[src/sv/gcwm_pkg.sv]
// ----------------------------------------------------------------------------
// gcwm_pkg: shared types and constants of the ghost cell wall mirror
// Widths of the geometry words, the divider shape and the queue entry.
// ----------------------------------------------------------------------------
package gcwm_pkg;

  // Width of every Q16.16 field on the ports.
  localparam int W = 32;
  // Scaled wall normal component: magnitude below 2^30.
  localparam int DW = 31;
  // Raw normal component and location sum.
  localparam int SW = 33;
  // Doubled centroid offset from the pair midpoint.
  localparam int AW = 34;
  // Products of two normal components, and the divisor.
  localparam int DVW = 62;
  // Signed numerator and its magnitude.
  localparam int NW = 98;
  localparam int MW = NW - 1;
  // Quotient bits produced by the divider; larger quotients always clip.
  localparam int QB = 35;
  // Partial remainder width.
  localparam int RW = DVW;
  // Low half of a split multiplier operand.
  localparam int SPLIT = 31;
  // Default depth of the queue between front and back.
  localparam int FIFO_DEPTH = 4;
  // Port payload widths.
  localparam int IN_BITS = 10 * W;
  localparam int OUT_BITS = 4 * W;

  // One classified pair, as it waits in the queue.
  typedef struct packed {
    logic [W-1:0]  vx;
    logic [W-1:0]  vy;
    logic [W-1:0]  wx;
    logic [W-1:0]  wy;
    logic [DW-1:0] dx;
    logic [DW-1:0] dy;
    logic [SW-1:0] sx;
    logic [SW-1:0] sy;
    logic [AW-1:0] ax;
    logic [AW-1:0] ay;
    logic          degen;
  } gcwm_item_t;

  // Fields that ride alongside the arithmetic in the back part.
  typedef struct packed {
    logic [W-1:0] wx;
    logic [W-1:0] wy;
    logic         degen;
    logic [3:0]   neg;
  } gcwm_side_t;

endpackage

[src/sv/gcwm_front.sv]
// ----------------------------------------------------------------------------
// gcwm_front: pair classifier
// Forms the wall normal, flags coinciding particles, scales long normals
// down, and builds the location sum and centroid offset for the queue.
// ----------------------------------------------------------------------------
module gcwm_front import gcwm_pkg::*; (
  input  logic [IN_BITS-1:0] tdata,
  output gcwm_item_t         item
);

  localparam logic signed [SW-1:0] LIM30 = SW'(64'sd1073741824);
  localparam logic signed [SW-1:0] LIM31 = SW'(64'sd2147483648);

  logic signed [W-1:0]  ix, iy, ox, oy, cx, cy;
  logic signed [SW-1:0] dx_full, dy_full, sx, sy;
  logic [1:0]           lvx, lvy, sh;

  // Magnitude class of one raw normal component.
  function automatic logic [1:0] mag_level(input logic signed [SW-1:0] x);
    logic [1:0] lv;
    lv = 2'd0;
    if (x >= LIM30 || x <= -LIM30) begin
      lv = 2'd1;
    end
    if (x >= LIM31 || x <= -LIM31) begin
      lv = 2'd2;
    end
    return lv;
  endfunction

  // Divide by 2^sh, truncating toward zero.
  function automatic logic [DW-1:0] scale(input logic signed [SW-1:0] x,
                                          input logic [1:0] sh_in);
    logic signed [SW-1:0] bias;
    logic signed [SW-1:0] t;
    bias = x[SW-1] ? $signed((SW'(1) << sh_in) - SW'(1)) : '0;
    t = (x + bias) >>> sh_in;
    return DW'(t);
  endfunction

  // Unpack the word.
  assign ix = tdata[0*W +: W];
  assign iy = tdata[1*W +: W];
  assign ox = tdata[2*W +: W];
  assign oy = tdata[3*W +: W];
  assign cx = tdata[8*W +: W];
  assign cy = tdata[9*W +: W];

  // Wall normal and midpoint terms.
  assign dx_full = SW'(ox) - SW'(ix);
  assign dy_full = SW'(oy) - SW'(iy);
  assign sx = SW'(ix) + SW'(ox);
  assign sy = SW'(iy) + SW'(oy);

  // Halvings needed to bring both components below 2^30.
  assign lvx = mag_level(dx_full);
  assign lvy = mag_level(dy_full);
  assign sh = (lvx > lvy) ? lvx : lvy;

  // Queue entry.
  always_comb begin
    item.vx = tdata[4*W +: W];
    item.vy = tdata[5*W +: W];
    item.wx = tdata[6*W +: W];
    item.wy = tdata[7*W +: W];
    item.dx = scale(dx_full, sh);
    item.dy = scale(dy_full, sh);
    item.sx = sx;
    item.sy = sy;
    item.ax = AW'(cx) + AW'(cx) - AW'(sx);
    item.ay = AW'(cy) + AW'(cy) - AW'(sy);
    item.degen = (dx_full == '0) && (dy_full == '0);
  end

endmodule

[config.mk]
export PLATFORM = sky130hd
export DESIGN_NAME = gcwm_front
export DESIGN_NICKNAME = d
export VERILOG_FILES = /design/src/sv/gcwm_pkg.sv /design/src/sv/gcwm_front.sv
export SDC_FILE = /design/constraint.sdc
export NUM_CORES = 1
export LEC_CHECK = 0
export BUFFER_PORTS_ARGS = -buffer_cell sky130_fd_sc_hd__buf_2
export CORE_AREA = 2 2 254 256
export DETAILED_ROUTE_END_ITERATION = 8
export DIE_AREA = 0 0 256 258
export SLEW_MARGIN = 20
export SYNTH_ARGS = -nofsm -noshare
export SYNTH_HDL_FRONTEND = slang
export SYNTH_SLANG_ARGS = --single-unit
export TNS_END_PERCENT = 5
[constraint.sdc]
create_clock -name vclk -period 18
set_input_delay 2.7 -clock vclk [all_inputs]
set_output_delay 2.7 -clock vclk [all_outputs]
set_load 0.02 [all_outputs]
## After elaboration in Yosys (flattened, before gate mapping)

Index checks and enable logic that the tools add are counted.

| cells by class | value |
|---|---|
| add/subtract/negate cells | 11 |
| order comparisons | 9 |
| shifts and indexed selects | 3 |
| multiplexer cells | 7 |
| reductions and logical operators | 7 |

Operator list:

| cell | count |
|---|---|
| $add 32x32->33 | 4 |
| $sub 33x33->34 | 2 |
| $add 33x33->33 | 2 |
| $ge 33x32->1 const B | 2 |
| $ge 33x33->1 const B | 2 |
| $le 33x31->1 const B | 2 |
| $le 33x32->1 const B | 2 |
| $logic_not 33->1 | 2 |
| $mux 33 | 2 |
| $sshr 33x2->31 | 2 |
| $sub 32x32->33 | 2 |
| $shl 1x2->33 const A | 1 |
| $sub 33x2->33 const B | 1 |
| $mux 2 | 3 |
| $logic_or 1x1->1 | 4 |
| $gt 2x2->1 | 1 |
| $mux 1 | 2 |
| $logic_and 1x1->1 | 1 |

| storage, ports and cells | value |
|---|---|
| bits in registers | 0 |
| bits of input ports | 320 |
| word-level logic and storage cells | 37 |

## Longest topological paths before layout

| depth | value |
|---|---|
| depth in word-level cells | 12 |
| gate-level depth with buffers | 38 |

## Worst setup path before layout

Ideal clock, no wire load.

| timing | value |
|---|---|
| path type | input -> output |
| start | input port tdata[96] |
| end | output port item[195] in the netlist's numbering |
| arrival | 9.795 ns |
| required time | 15.300 ns |
| setup slack | 5.505 ns |
| cell stages on the path | 34 |
| path through | inv_1 -> ha_1 -> fa_1 -> nor2b_1 -> o211ai_1 -> a21oi_1 -> o21ai_1 -> o31a_1 -> o21bai_1 -> xnor2_1 -> nor4b_1 -> or4b_1 -> or4_1 -> nand2_1 -> nand2_1 -> ha_1 -> o22ai_1 -> inv_1 -> a31o_2 -> a31o_2 -> nand2_2 -> buf_2 -> nor2_1 -> inv_1 -> ha_1 -> buf_2 -> a2111oi_0 -> o31ai_1 -> a21boi_0 -> and4_1 -> nand2_1 -> a2bb2oi_1 -> mux2i_1 -> mux2i_1 |

RTL lines:

| item | line | source |
|---|---|---|
| from (decl) | gcwm_front.sv:7 | `input logic [IN_BITS-1:0] tdata,` |
| to (decl) | gcwm_front.sv:8 | `output gcwm_item_t item` |

==> results.sh <==
export IMPL_yosysSeqAreaShare=0
export IMPL_postCtsSetupRepairBufs=0
export IMPL_hold_violations=0
export IMPL_synth_nets=2656
export IMPL_tightest_slew_ns=0.929
export IMPL_pin_count=645
export IMPL_cts_resized=0
export IMPL_period_share=0.812
export IMPL_grt_overflow_total=0
export IMPL_antenna_found_initial=16
export IMPL_grt_usage=0.156
export IMPL_wl_microns=55100
export IMPL_synth_common_cells="inv_1, ha_1, xnor2_1"
export IMPL_route_vias_total=15500
export IMPL_drive_gt1_frac=0.193
export IMPL_maxSlewViolCount=0
export IMPL_clock_fmax_mhz=68.4
export IMPL_start_util=0.231
export IMPL_yosysUniqueCellTypes=93
export IMPL_rsz0062_at_grt="no"
export IMPL_dp_cells=3176
export IMPL_critPathSlowestCell="a2111oi_0"
export IMPL_dpl_instance_area_sq_um=16500
export IMPL_hold_class="primary input to primary output"
export IMPL_place_congestion=0.880
export IMPL_startpoint_type="primary input"
export IMPL_cp_end_kind="primary output"
export IMPL_path_class="primary input to primary output"
export IMPL_grt_pass1_wl_microns=83500
export IMPL_holdBufCountCts=0
export IMPL_final_cell_area_sq_um=16500
export IMPL_syn_avg_cell_area_sq_um=6.92
export IMPL_synth_top_area_frac=0.172
export IMPL_yosysTopAreaCell="ha_1"
export IMPL_dr_pass1_iters=5
export IMPL_crit_required_ns=15.30
export IMPL_setup_viol=0
export IMPL_rows=93
export IMPL_ant_nets=0
export IMPL_coreArea_sq_um=63600
export IMPL_cp_max_fo=27
export IMPL_crit_family="compound AO/OA/AOI/OAI gates"
export IMPL_yosysMostFrequentCell="inv_1"
export IMPL_final_instance_count_excl_fill=3185
export IMPL_port_buffers=389
export IMPL_fill_cells=7192
export IMPL_post_route_min_period_ns=14.61
export IMPL_worstPathArrival_ns=11.91
export IMPL_n_clock_buffer=0
export IMPL_dr_first_iter_drc_count=945
export IMPL_viasPerCell=4.85
export IMPL_fin_tns_setup_ns=0
export IMPL_ys_warn_count=0
export IMPL_max_stage_delay_ns=0.71
export IMPL_synth_cell_area_sq_um=14700
export IMPL_drc=0
export IMPL_seqCellArea_sq_um=0
export IMPL_grt_max_degree=43
export IMPL_layout_nets=2853
export IMPL_seq_cell_count=0
export IMPL_status="finished clean"
export IMPL_worst_path_buf_inv=5
export IMPL_hpwl_microns=48200
export IMPL_dieArea_sq_um=66000
export IMPL_syn_to_final_growth_pct=12.1
export IMPL_post_drt_wl_per_cell_microns=17.3
export IMPL_relSlewSlack=0.380
export IMPL_die_w_microns=256
export IMPL_fp_dieH_microns=258
export IMPL_cap_violations=0
export IMPL_multiInputGateArea_sq_um=12600
export IMPL_synthCells=2126
export IMPL_synth_area_leaders="ha_1, xnor2_1, mux2i_1, buf_4, inv_1"
export IMPL_first_global_vias=14500
## final cells by class
cell class	instances	share of cell area
Antenna cell	9	0.00136
Inverter	226	0.0515
Multi-Input combinational cell	1699	0.761
Tap cell	855	0.0648
Timing Repair Buffer	396	0.121
## cell usage in the layout (no fill, tap or decap), types with 10 or more instances in the layout
| master | count |
|---|---|
| buf_2 | 389 |
| and2_1 | 18 |
| inv_1 | 224 |
| and3_1 | 16 |
| ha_1 | 201 |
| nor2_1 | 154 |
| mux2i_1 | 99 |
| o31ai_1 | 25 |
| or2_2 | 12 |
| xnor2_1 | 174 |
| xor2_1 | 52 |
| o21ai_0 | 98 |
| nor2b_1 | 27 |
| o211ai_1 | 14 |
| or3_1 | 19 |
| nand4_1 | 20 |
| a31oi_1 | 17 |
| a311oi_1 | 10 |
| nor3_1 | 55 |
| o21bai_1 | 33 |
| nand2b_1 | 38 |
| nand2_1 | 109 |
| a21oi_1 | 166 |
| a211oi_1 | 20 |
| a21o_1 | 49 |
| nand3_1 | 57 |
| o21a_1 | 21 |
| o2111ai_1 | 12 |
## path summary, 6_finish.rpt
kind | from | endpoint | slack (ns) | cells past startpoint
worst max-delay path | tdata[32] | item[190] | 3.39 | 35
worst min-delay path | tdata[228] | item[201] | 5.40 | 0
## through the flow
stage | setup slack, ns | hold slack (ns) | utilization
after floorplan | 5.51 | 5.51 | -
after global placement | 3.65 | 5.40 | 0.259
after detailed placement | 3.36 | 5.40 | 0.259
after CTS | 3.34 | 5.40 | 0.259
after global routing | 2.54 | 5.40 | 0.259
final | 3.39 | 5.40 | 0.259
## kinds of logic (layout without fill, tap and decap cells)
kind of cell / count (synthesis) / count (layout) / synth area share
fa+ha+maj: 210 / 210 / 0.183
mux: 110 / 110 / 0.0783
other cells: 0 / 9 / 0
xor+xnor: 226 / 226 / 0.134
compound gates: 567 / 567 / 0.255
simple gates: 586 / 586 / 0.203
buf+inv: 427 / 622 / 0.147
## per-layer routing
metal | up-vias | share of wire | wire length [microns] | track usage
met5 | - | 0.0019 | 105 | 0
met3 | 86 | 0.075 | 4100 | 0.0433
met4 | 16 | 0.016 | 883 | 0.0234
met2 | 461 | 0.44 | 24200 | 0.248
li1 | 7780 | - | - | -
met1 | 7115 | 0.47 | 25700 | 0.213
