[src/sv/gcwm_pkg.sv]
// ----------------------------------------------------------------------------
// gcwm_pkg: shared types and constants of the ghost cell wall mirror
// Widths of the geometry words, the divider shape and the queue entry.
// ----------------------------------------------------------------------------
package gcwm_pkg;

  // Width of every Q16.16 field on the ports.
  localparam int W = 32;
  // Scaled wall normal component: magnitude below 2^30.
  localparam int DW = 31;
  // Raw normal component and location sum.
  localparam int SW = 33;
  // Doubled centroid offset from the pair midpoint.
  localparam int AW = 34;
  // Products of two normal components, and the divisor.
  localparam int DVW = 62;
  // Signed numerator and its magnitude.
  localparam int NW = 98;
  localparam int MW = NW - 1;
  // Quotient bits produced by the divider; larger quotients always clip.
  localparam int QB = 35;
  // Partial remainder width.
  localparam int RW = DVW;
  // Low half of a split multiplier operand.
  localparam int SPLIT = 31;
  // Default depth of the queue between front and back.
  localparam int FIFO_DEPTH = 4;
  // Port payload widths.
  localparam int IN_BITS = 10 * W;
  localparam int OUT_BITS = 4 * W;

  // One classified pair, as it waits in the queue.
  typedef struct packed {
    logic [W-1:0]  vx;
    logic [W-1:0]  vy;
    logic [W-1:0]  wx;
    logic [W-1:0]  wy;
    logic [DW-1:0] dx;
    logic [DW-1:0] dy;
    logic [SW-1:0] sx;
    logic [SW-1:0] sy;
    logic [AW-1:0] ax;
    logic [AW-1:0] ay;
    logic          degen;
  } gcwm_item_t;

  // Fields that ride alongside the arithmetic in the back part.
  typedef struct packed {
    logic [W-1:0] wx;
    logic [W-1:0] wy;
    logic         degen;
    logic [3:0]   neg;
  } gcwm_side_t;

endpackage

[src/sv/gcwm_fifo.sv]
// ----------------------------------------------------------------------------
// gcwm_fifo: queue between classifier and arithmetic
// A small register queue so that the two sides stall independently.
// ----------------------------------------------------------------------------
module gcwm_fifo import gcwm_pkg::*; #(
  parameter int DEPTH = FIFO_DEPTH
) (
  input  logic       clk,
  input  logic       rst,
  input  logic       push_valid,
  output logic       push_ready,
  input  gcwm_item_t push_item,
  output logic       pop_valid,
  input  logic       pop_ready,
  output gcwm_item_t pop_item
);

  localparam int PW = (DEPTH > 1) ? $clog2(DEPTH) : 1;

  gcwm_item_t    mem [DEPTH];
  logic [PW-1:0] wr_ptr, rd_ptr;
  logic [PW:0]   count;
  logic          push, pop;

  // Handshakes.
  assign push_ready = (count != (PW+1)'(DEPTH));
  assign pop_valid = (count != '0);
  assign push = push_valid && push_ready;
  assign pop = pop_ready && pop_valid;
  assign pop_item = mem[rd_ptr];

  // Entry storage.
  always_ff @(posedge clk) begin
    if (push) begin
      mem[wr_ptr] <= push_item;
    end
  end

  // Pointers and fill count.
  always_ff @(posedge clk) begin
    if (rst) begin
      wr_ptr <= '0;
      rd_ptr <= '0;
      count <= '0;
    end else begin
      if (push) begin
        wr_ptr <= (wr_ptr == PW'(DEPTH - 1)) ? '0 : wr_ptr + 1'b1;
      end
      if (pop) begin
        rd_ptr <= (rd_ptr == PW'(DEPTH - 1)) ? '0 : rd_ptr + 1'b1;
      end
      count <= count + (PW+1)'(push) - (PW+1)'(pop);
    end
  end

  a_count_bound: assert property (@(posedge clk) disable iff (rst)
    count <= (PW+1)'(DEPTH))
    else $error("queue fill count beyond depth");

  a_count_up: assert property (@(posedge clk) disable iff (rst)
    push && !pop |=> count == $past(count) + 1'b1)
    else $error("queue fill count missed a write");

endmodule

[config.mk]
export PLATFORM = sky130hd
export DESIGN_NAME = gcwm_fifo
export DESIGN_NICKNAME = d
export VERILOG_FILES = /design/src/sv/gcwm_pkg.sv /design/src/sv/gcwm_fifo.sv
export SDC_FILE = /design/constraint.sdc
export NUM_CORES = 1
export LEC_CHECK = 0
export ABC_CLOCK_PERIOD_IN_PS = 9900
export BUFFER_PORTS_ARGS = -buffer_cell sky130_fd_sc_hd__buf_2
export CORE_UTILIZATION = 45
export CTS_CLUSTER_SIZE = 40
export DETAILED_ROUTE_END_ITERATION = 10
export PLACE_DENSITY = 0.78
export SYNTH_ARGS = -nofsm -noshare
export SYNTH_HDL_FRONTEND = slang
export SYNTH_SLANG_ARGS = --single-unit
[constraint.sdc]
create_clock -name clk -period 9.9 [get_ports clk]
set_input_delay 1.98 -clock clk [delete_from_list [all_inputs] [get_ports clk]]
set_output_delay 1.98 -clock clk [all_outputs]
set_load 0.005 [all_outputs]
# After elaboration in Yosys (flattened, before gate mapping)
# Memory sizes are Yosys's and may differ from the RTL's. A register that Yosys moved wholly into a read port is not among the register bits.
# Index checks and enable logic that the tools add are counted.
# op_classes
add_sub_neg,4
n_eq_ne,3
mux,6
n_reduce_logical,3
# op_table
cell,n
$mux 2,4
$add 2x1->2 const B,2
$eq 2x2->1 const B,2
$add 3x1->3,1
$ne 3x3->1 const B,1
$reduce_bool 3->1,1
$sub 3x1->3,1
$logic_and 1x1->1,2
$mux 1,2
# totals
reg_bits,7
ramBits,1300
in_bits,329
out_inout_bits,327
elab_cells,20
memories,1
# mem_list
name,words,width,rd,rd_clocked_by_memory_dff,wr,line_no,source
mem,4,325,1,1,1,gcwm_fifo.sv:20,gcwm_item_t mem [DEPTH];

# Longest topological paths before layout
# logic_depth
ltp_word,4
ltp_mapped,11
depth_no_buf,10

# Worst setup path after synthesis
# Ideal clock, no wire load.
# synth_timing
kind,input to register
from,input push_valid
to,"memory mem[0][0] (netlist name), enable pin"
setup_ps,732
arrival_time_ps,9384
required_ps,9168
path_slack_ps,-216
stages,1
n_path_buf,0
cell_sequence,and3_1
# synth_between
elab_chain_len,3
# synth_lines
element,line_no,source
start: declaration,gcwm_fifo.sv:10,"input logic push_valid,"
$logic_and 1x1->1,gcwm_fifo.sv:28,assign push = push_valid && push_ready;
$mux 1,gcwm_fifo.sv:34,if (push) begin
$mux 1 (implied by the code),gcwm_fifo.sv:35,mem[wr_ptr] <= push_item;
end: declaration,gcwm_fifo.sv:20,
# Every way passes these cells.

==> impl_metrics.py <==
metrics = {
    "yosys": {
        "synth_ff_type": "edfxtp_1",
        "async_reset_ff_share_pct": 0,
        "yosys.area_share.simple_pct": 0.214,
        "synthCells": 1746,
        "avgSynthCellArea_um2": 27.1,
        "ys_ff_latch": 1309,
        "synth_edf_count": 1300,
        "synth_seq_area_share_pct": 82.8,
        "synth_warnings": 0,
        "synthXorXnorAreaFrac_pct": 0.0185,
        "synth_fa_ha_area_share_pct": 0.227,
        "synth_top_family_by_area": "multiplexers",
        "synth_area_um2": 47400,
        "synth_nets": 2083,
        "synth_compound_area_share_pct": 0.0634,
        "synthMuxAreaShare_pct": 15.5,
        "ys_types": 24,
    },
    "routing": {
        "dr.first_iter.drc_count": 1490,
        "via_per_inst": 5.37,
        "wl_per_cell_um": 24.3,
        "drt_pre_antenna_iters": 5,
        "drc": 0,
        "ant_nets": 0,
        "vias": 21424,
        "drt-total-wl_mm": 97.0,
    },
    "clocking": {
        "cts.sinks": 1309,
        "cts_setup_buffers": 0,
        "hold_buffers": 0,
        "cts_resized": 0,
        "clock_latency_ns": 0.74,
        "h-tree-depth": 4,
        "path_clk_slew_ns": 0.06,
        "clk_path_buf_depth": 3,
        "cts_root_buf": "clkbuf_16",
        "cts_tree": "done",
        "cts_buffers": 131,
    },
    "power": {
        "p_sw_share_pct": 25.3,
        "vdd_ir_drop_max_mv": 0.195,
        "combPwrFrac_pct": 19.4,
        "power_frac_seq_pct": 48.7,
        "p_leak_nw": 18.5,
        "clock_power_share_pct": 32.0,
        "p_int_mw": 10.7,
        "power_switching_mw": 3.63,
        "power_density_nw_per_um2": 255,
    },
    "sta": {
        "setup_violations": 0,
        "tightest_slew_ns": 1.34,
        "fmax_mhz": 179,
        "whs_ns": 0.542,
        "drv_slew": 0,
        "final_hold_viol_count": 0,
        "final.setup.tns_ns": 0,
        "min_period_over_period_pct": 56.6,
        "worst_slack_ns": 4.30,
        "slew_headroom_pct": 10.5,
        "rsz0062_at_grt": "false",
        "period_minus_slack_ns": 5.60,
        "clock_skew_ns": 0.0178,
    },
    "floorplan": {
        "core_um2": 104000,
        "ios": 656,
        "dieHeight_um": 326,
        "die-area_um2": 107000,
        "num_rows": 118,
        "die_width_um": 326,
        "initial_utilization_pct": 45.6,
    },
    "cells_and_area": {
        "final_nets": 2818,
        "stdcell_area_um2": 56200,
        "synthToLayoutAreaGrowth_pct": 18.7,
        "stdcell_count": 3989,
        "drive_above_1_share_pct": 45.8,
        "fillers": 7581,
    },
    "global_route": {
        "antenna_found_initial": 49,
        "grt_pass1_wl_mm": 143,
        "first_global_vias": 23031,
        "overflow": 0,
        "grt_max_degree": 144,
        "grt_usage_pct": 18.1,
    },
    "status": {
        "status": "complete, no violations",
    },
    "worst_setup_path": {
        "start_kind": "flop",
        "cp_max_fo": 45,
        "end_kind": "output pin",
        "critPathArrivalTime_ns": 3.62,
        "path_class": "flop to output pin",
        "worstPathRequired_ns": 7.92,
    },
    "placed_design": {
        "dp_slack_ns": 4.92,
        "place_congestion": 0.790,
        "place_area_um2": 52100,
        "io_buffers": 655,
        "dp_hpwl_mm": 58.2,
        "placedCellCount": 3728,
    },
    "job": {
        "maxCapViolations": 0,
    },
    "hold_path": {
        "hp-class": "flop to flop",
    },
}
==> state kept, by name (all words and copies together), names as in the netlist, named ones only <==
register  count
wr_ptr        2
rd_ptr        2
count         3
mem        1300
==> stage by stage <==
stage	utilization, %	total power, mW
finish	54.1	14.4
global route	54.1	14.9
CTS	54.0	14.5
detailed placement	50.2	9.92
global placement	50.2	9.81
floorplan	-	8.82
==> power groups by stage <==
| stage | Sequential, mW | Combinational (mW) | Clock [mW] |
|---|---|---|---|
| floorplan | 7.09 | 1.73 | 0 |
| global placement | 7.04 | 2.77 | 0 |
| detailed placement | 7.10 | 2.82 | 0 |
| CTS | 7.00 | 2.85 | 4.69 |
| global route | 7.04 | 2.99 | 4.89 |
| finish | 6.99 | 2.78 | 4.59 |
==> worst max-delay path, stage by stage (launching register included) <==
cell     delay (ns)
dfxtp_4        0.98
buf_4          0.48
buf_4          0.60
mux4_2         0.62
buf_2          0.15
==> placed cells by master, fill, tap and decap left out, types with 2 or more instances in the layout <==
cell / count
edfxtp_1: 1300
clkinv_2: 16
nand2_1: 2
clkinv_8: 7
clkbuf_16: 132
inv_1: 5
mux2i_1: 2
clkinv_4: 2
clkinv_16: 2
diode_2: 25
ha_1: 7
and3_4: 4
dfxtp_4: 2
nand2b_1: 2
bufinv_16: 2
inv_6: 5
buf_12: 10
clkbuf_8: 4
clkinvlp_4: 3
or3_1: 3
buf_4: 11
clkinv_1: 25
mux4_2: 325
inv_16: 2
buf_2: 655
dfxtp_1: 7
nor2_1: 3
clkbuf_1: 35
==> kinds of logic after synthesis <==
logic type / after synthesis
fa+ha+maj: 8
buf+inv: 79
compound gates: 4
mux: 327
xor+xnor: 1
flops: 1309
simple gates: 18
==> Yosys cell counts, drive strengths merged, types with 2 or more instances <==
cell | count | area [µm²]
nand2 | 2 | 7.51
clkbuf | 11 | 41.3
and3 | 4 | 25.0
inv | 5 | 18.8
mux4 | 325 | 7320
ha | 7 | 87.6
nor2 | 3 | 11.3
buf | 63 | 497
nand2b | 2 | 12.5
mux2i | 2 | 20.0
dfxtp | 9 | 180
edfxtp | 1300 | 39000
or3 | 3 | 18.8
==> final cells by class <==
| type | count | area (µm²) | area share (%) |
|---|---|---|---|
| sequential | 1309 | 39200 | 69.8 |
| multi-input combinational | 358 | 7610 | 13.5 |
| timing repair buffer | 676 | 3560 | 6.33 |
| clock buffer | 171 | 3490 | 6.21 |
| tap | 1380 | 1730 | 3.07 |
| clock inverter | 65 | 543 | 0.966 |
| antenna | 25 | 62.6 | 0.111 |
| inverter | 5 | 18.8 | 0.0334 |
==> layer usage <==
layer | up-vias | global-route usage, % | routed length, µm
met2 | 856 | 31.0 | 50800
met1 | 11174 | 20.4 | 34100
met3 | 212 | 7.21 | 9330
li1 | 9134 | - | -
met5 | - | 0 | 276
met4 | 48 | 6.27 | 2510
==> path summary, 6_finish.rpt <==
check,from,endpoint,slack [ns],cells after the start
min,rd_ptr[0],flop,0.54,2
max reg2reg,count[1],mem[0][119],6.60,4
max,flop,pop_item[244],4.30,4
min reg2reg,rd_ptr[0],flop,0.54,2
(Power assumes the default switching activity.)
